## src/rtl/tcgw_ram.sv

```systemverilog
// Generic single-write, single-read RAM with a registered read port.
module tcgw_ram #(
    parameter int WIDTH = 8,
    parameter int DEPTH = 256
) (
    input  logic                     i_clk,
    input  logic                     i_we,
    input  logic [$clog2(DEPTH)-1:0] i_waddr,
    input  logic [WIDTH-1:0]         i_wdata,
    input  logic                     i_re,
    input  logic [$clog2(DEPTH)-1:0] i_raddr,
    output logic [WIDTH-1:0]         o_rdata
);

    logic [WIDTH-1:0] r_mem [DEPTH];
    logic [WIDTH-1:0] r_rdata;

    // Write port.
    always_ff @(posedge i_clk) begin
        if (i_we) begin
            r_mem[i_waddr] <= i_wdata;
        end
    end

    // Read port; the data holds while no read is issued.
    always_ff @(posedge i_clk) begin
        if (i_re) begin
            r_rdata <= r_mem[i_raddr];
        end
    end

    assign o_rdata = r_rdata;

endmodule

```

## config.mk

```make
export PLATFORM = sky130hd
export DESIGN_NAME = tcgw_ram
export DESIGN_NICKNAME = d
export VERILOG_FILES = /design/src/rtl/tcgw_ram.sv
export SDC_FILE = /design/constraint.sdc
export NUM_CORES = 2
export LEC_CHECK = 0
export ABC_CLOCK_PERIOD_IN_PS = 2900
export BUFFER_PORTS_ARGS = -buffer_cell sky130_fd_sc_hd__buf_4
export CAP_MARGIN = 20
export CORE_ASPECT_RATIO = 1.75
export CORE_MARGIN = 8
export CORE_UTILIZATION = 35
export CTS_CLUSTER_SIZE = 30
export DETAILED_ROUTE_END_ITERATION = 10
export PLACE_DENSITY_LB_ADDON = 0.12
export SYNTH_ARGS = -nofsm -noshare
export SYNTH_HDL_FRONTEND = slang
export SYNTH_SLANG_ARGS = --single-unit
```

## constraint.sdc

```tcl
create_clock -name i_clk -period 2.9 [get_ports i_clk]
set_input_delay 0.58 -clock i_clk [delete_from_list [all_inputs] [get_ports i_clk]]
set_output_delay 0.58 -clock i_clk [all_outputs]
set_load 0.02 [all_outputs]
```

* After elaboration in Yosys (flattened, before gate mapping)
Memories as Yosys holds them, arrays and structs flattened. A register that Yosys moved wholly into a read port is not among the register bits. Cells that the tools add are included.
Storage, ports and cells: register bits 0, RAM bits 2048, bits of input ports 27, output and inout port bits 8, word-level logic and storage cells 3, memories 1
Operators by class: multiplexer cells 2
Memory list:
- r_mem | depth 256, bits a word 8, read ports 1, clocked after memory_dff 1, write ports 1, line 15 | logic [WIDTH-1:0] r_mem [DEPTH];
Operators by type and width (count):
- $mux 1 | 2

* Longest topological paths before layout
depth in word-level cells 2, depth in mapped cells 11, gate-level depth less buffers 6

* Least setup slack after synthesis
OpenSTA, ideal clock, no wires.
path type input port to flip-flop, start input port i_raddr[0], end register r_rdata[2] (netlist: o_rdata[2]), read port of r_mem (data pin), library setup time 269 ps, data arrival time 2387 ps, data required time 2631 ps, setup slack 244 ps, stages on the path 9, path buffers 4, path through buf_6 -> buf_12 -> buf_8 -> buf_2 -> mux4_2 -> a22oi_1 -> a21oi_1 -> nor4_1 -> nor4_2
RTL lines:
- from (decl) | line 11 | input logic [$clog2(DEPTH)-1:0] i_raddr,
- to (decl) | line 16 | logic [WIDTH-1:0] r_rdata;

==> results.txt <==
----------------------------------------------------
[Place]
  Gpl congestion ... around 0.82
  Number of cells in the design after placement ... 7295
  Hpwl dp ... approximately 170000 um
  Port buffer count ... 34

[CTS]
  Buffers inserted during post-CTS setup optimization ... 0
  Clock-pin transition on the worst setup and hold timing paths ... 0.06 ns
  Clock latency on the worst-skew pair ... roughly 0.85 ns
  Maximum level of the CTS H-tree ... 4
  Post-CTS resize count ... 4
  Clock tree from TritonCTS ... yes
  Buffer depth of the longest clock path ... 4
  CTS Hold Buffers Added ... 0
  CTS Sinks ... 2056
  Root Buffer ... clkbuf_16
  Number of CTS-inserted buffers ... between 150 and 200

[Timing]
  Slew headroom ... just under 30%
  Maximum operating frequency ... about 350 MHz
  Worst hold slack after final layout ... 0.126 ns
  Worst setup skew after layout ... ~0.028 ns
  Final setup violation count ... 0
  Part of the cycle the worst path needs ... between 90% and 100%
  Final Hold Fails ... 0
  Minimum clock period ... approximately 2.9 ns
  Number of pins exceeding their max-slew limit in the final report ... 0
  Transition time of the tightest slew-check pin ... roughly 1.0 ns
  Final setup TNS ... 0 ns
  Setup repair after global routing missed its margin ... false

[Critical path]
  Nature of the critical path startpoint ... input port
  Nature of the critical path endpoint ... register
  Worst path arrival time ... between 3 and 4 ns
  Class of the most critical setup path ... in -> reg
  Worst path required time ... ~3.5 ns
  Largest driver fanout on the critical path ... 19

[GRT]
  Initial antenna violation count ... 17
  Overall global routing resource usage ... 19.4%
  Wire length of the first global-routing pass ... ~340000 um
  Via count of the first global-routing pass ... roughly 43000
  Largest net degree at the start of global routing ... 89
  Final global-route overflow total ... 0

[Status]
  Outcome ... finished, final reports clean

[Yosys]
  Number of standard cells after synthesis ... roughly 3700
  Top cell type's share of synthesized area ... 77.5%
  Share of the yosys chip area belonging to registers ... 77.5%
  Syn. warnings ... 0
  Area of the mapped netlist ... 0.0796 mm2
  Number of distinct standard cells referenced by the synthesized netlist ... between 50 and 60
  Async set-reset flop share out of synthesis ... 0%
  Top_reg_cell synth ... edfxtp_1
  Average cell area after synthesis ... ~21 um2
  Largest area contributor in the netlist ... edfxtp_1
  Number of synthesized flops with an enable pin ... between 2000 and 2500
  Number of nets produced by synthesis ... 3760
  Cells taking the most area after synthesis ... edfxtp_1 78%, mux4_2 13%, mux2i_1 1.7%, nor2_1 1.3%, a22oi_1 1.3%
  Total of flip-flops plus latches after synthesis ... about 2000

[Detailed routing]
  WL/cell ... ~31 um
  Starting DRC count in detailed routing ... 3099
  Total via count in the routed design ... ~40000
  DRC violations left ... 0
  Total length of routed wires ... roughly 240000 um
  DRT antenna net count ... 0
  Drt pass-1 iters ... 5
  Vias per cell ... between 5 and 6

[Cells and area]
  Non-filler instance count after layout ... around 7600
  Layout cells sized above 1 ... about 33%
  # fillers ... approximately 20000
  Top library cells by usage in the layout, fill and taps aside ... 2056 x edfxtp_1, 660 x buf_4, 454 x mux4_2
  Area growth from synthesis to final layout ... 19.4%
  Area used by multi-input combinational logic ... roughly 0.017 mm2
  Number of nets in the layout ... between 4000 and 5000
  Most common library cell in the layout ignoring fill and taps ... edfxtp_1
  Area taken by flip-flops and latches ... 0.0617 mm2

[Floorplanning]
  Placement row count ... approximately 230
  Horizontal die dimension ... between 300 and 400 um
  Starting density of the core ... 35.2%
  Standard cell core area ... about 0.23 mm2
  Boundary Pins ... 35
  Floorplan die height ... 647 um
  Die area ... approximately 0.24 mm2

[Run]
  Max-cap violations ... 0

[Power and ir drop]
  Worst vdd ir ... 0.000585 V
  Power density normalized to cell area ... 644 mW/mm2
  Total power ... roughly 60 mW
  Leakage power ... a little over 30 nW

[Hold path]
  Hold/Removal Path Class ... in -> reg

----------------------------------------------------
[power breakdown]
part	switching [mW]	internal [mW]	leakage, nW
combinational	2.24	1.47	9.11
clock	10.9	13.8	2.90
sequential	0.0494	32.8	18.5
[synth_stat cells, types with 13 or more instances]
| cell type | number |
|---|---|
| o22ai_1 | 28 |
| nor3_1 | 22 |
| buf_1 | 22 |
| mux2i_1 | 134 |
| a21oi_1 | 96 |
| a211oi_1 | 16 |
| buf_6 | 21 |
| buf_2 | 31 |
| nor2b_1 | 31 |
| edfxtp_1 | 2056 |
| buf_4 | 27 |
| nand2_1 | 33 |
| buf_8 | 13 |
| clkbuf_1 | 111 |
| nor4_1 | 24 |
| nor2_1 | 282 |
| mux4_2 | 454 |
| o221ai_1 | 46 |
| a22oi_1 | 133 |
| nand3_1 | 34 |
| a221oi_1 | 13 |
[kinds of logic (layout without fill, tap and decap cells)]
kind of cell	Yosys count	after routing	synth area share (%)
AOI/OAI and AO/OA	385	385	3.42
buffers and inverters	235	1107	1.83
DFF	2056	2056	77.5
muxes	591	591	14.6
other	0	7	0
and+or+nand+nor	466	466	2.63
[layout make-up]
type,count,area share [%]
clock buffers,241,5.34
well taps,3029,3.99
diodes,7,0.0184
multi-input cells,1442,17.5
repair buffers,766,7.37
flip-flops and latches,2056,64.9
clock inverters,98,0.897
inverters,2,0.00789
[flip-flops by register name (all words and copies together) (netlist names)]
name,cells
r_mem,2048
o_rdata,8
[critical path, stage by stage]
cell	delay, ns
buf_8	0.24
buf_4	0.45
buf_4	0.23
mux4_2	0.54
a22oi_1	0.31
a21oi_1	0.17
nor4_1	0.60
buf_4	0.23
nor4_1	0.05
[per-stage QoR]
step	cell area [um2]	setup WS, ns	utilization, %
3_5_place_dp	89100	-1.07	39.4
5_1_grt	95100	0.0103	42.0
4_1_cts	95100	0.0168	42.0
3_3_place_gp	89100	-1.42	39.4
6_report	95100	0.0477	42.0
2_1_floorplan	79600	0.244	-
[worst paths after layout]
kind                 startpoint             to  slack, ns  cells past startpoint
setup reg to reg  r_mem[173][2]     o_rdata[2]       0.17                      8
hold reg to reg   r_mem[250][2]     o_rdata[2]       1.21                      5
setup / recovery     i_raddr[0]     o_rdata[7]       0.05                      9
hold / removal       i_wdata[4]  r_mem[211][4]       0.13                      1
[layer usage]
| metal | share of wire [%] | routed length [um] | up-vias | GRT usage, % |
|---|---|---|---|---|
| li1 | - | - | 17100 | - |
| met1 | 37 | 88100 | 21800 | 21.9 |
| met2 | 57 | 136000 | 828 | 38.0 |
| met3 | 3.3 | 7970 | 326 | 2.12 |
| met4 | 3.3 | 7810 | 12 | 5.84 |
| met5 | 0.037 | 89 | - | 0 |
No activity file was read; power rests on OpenSTA's default activity.
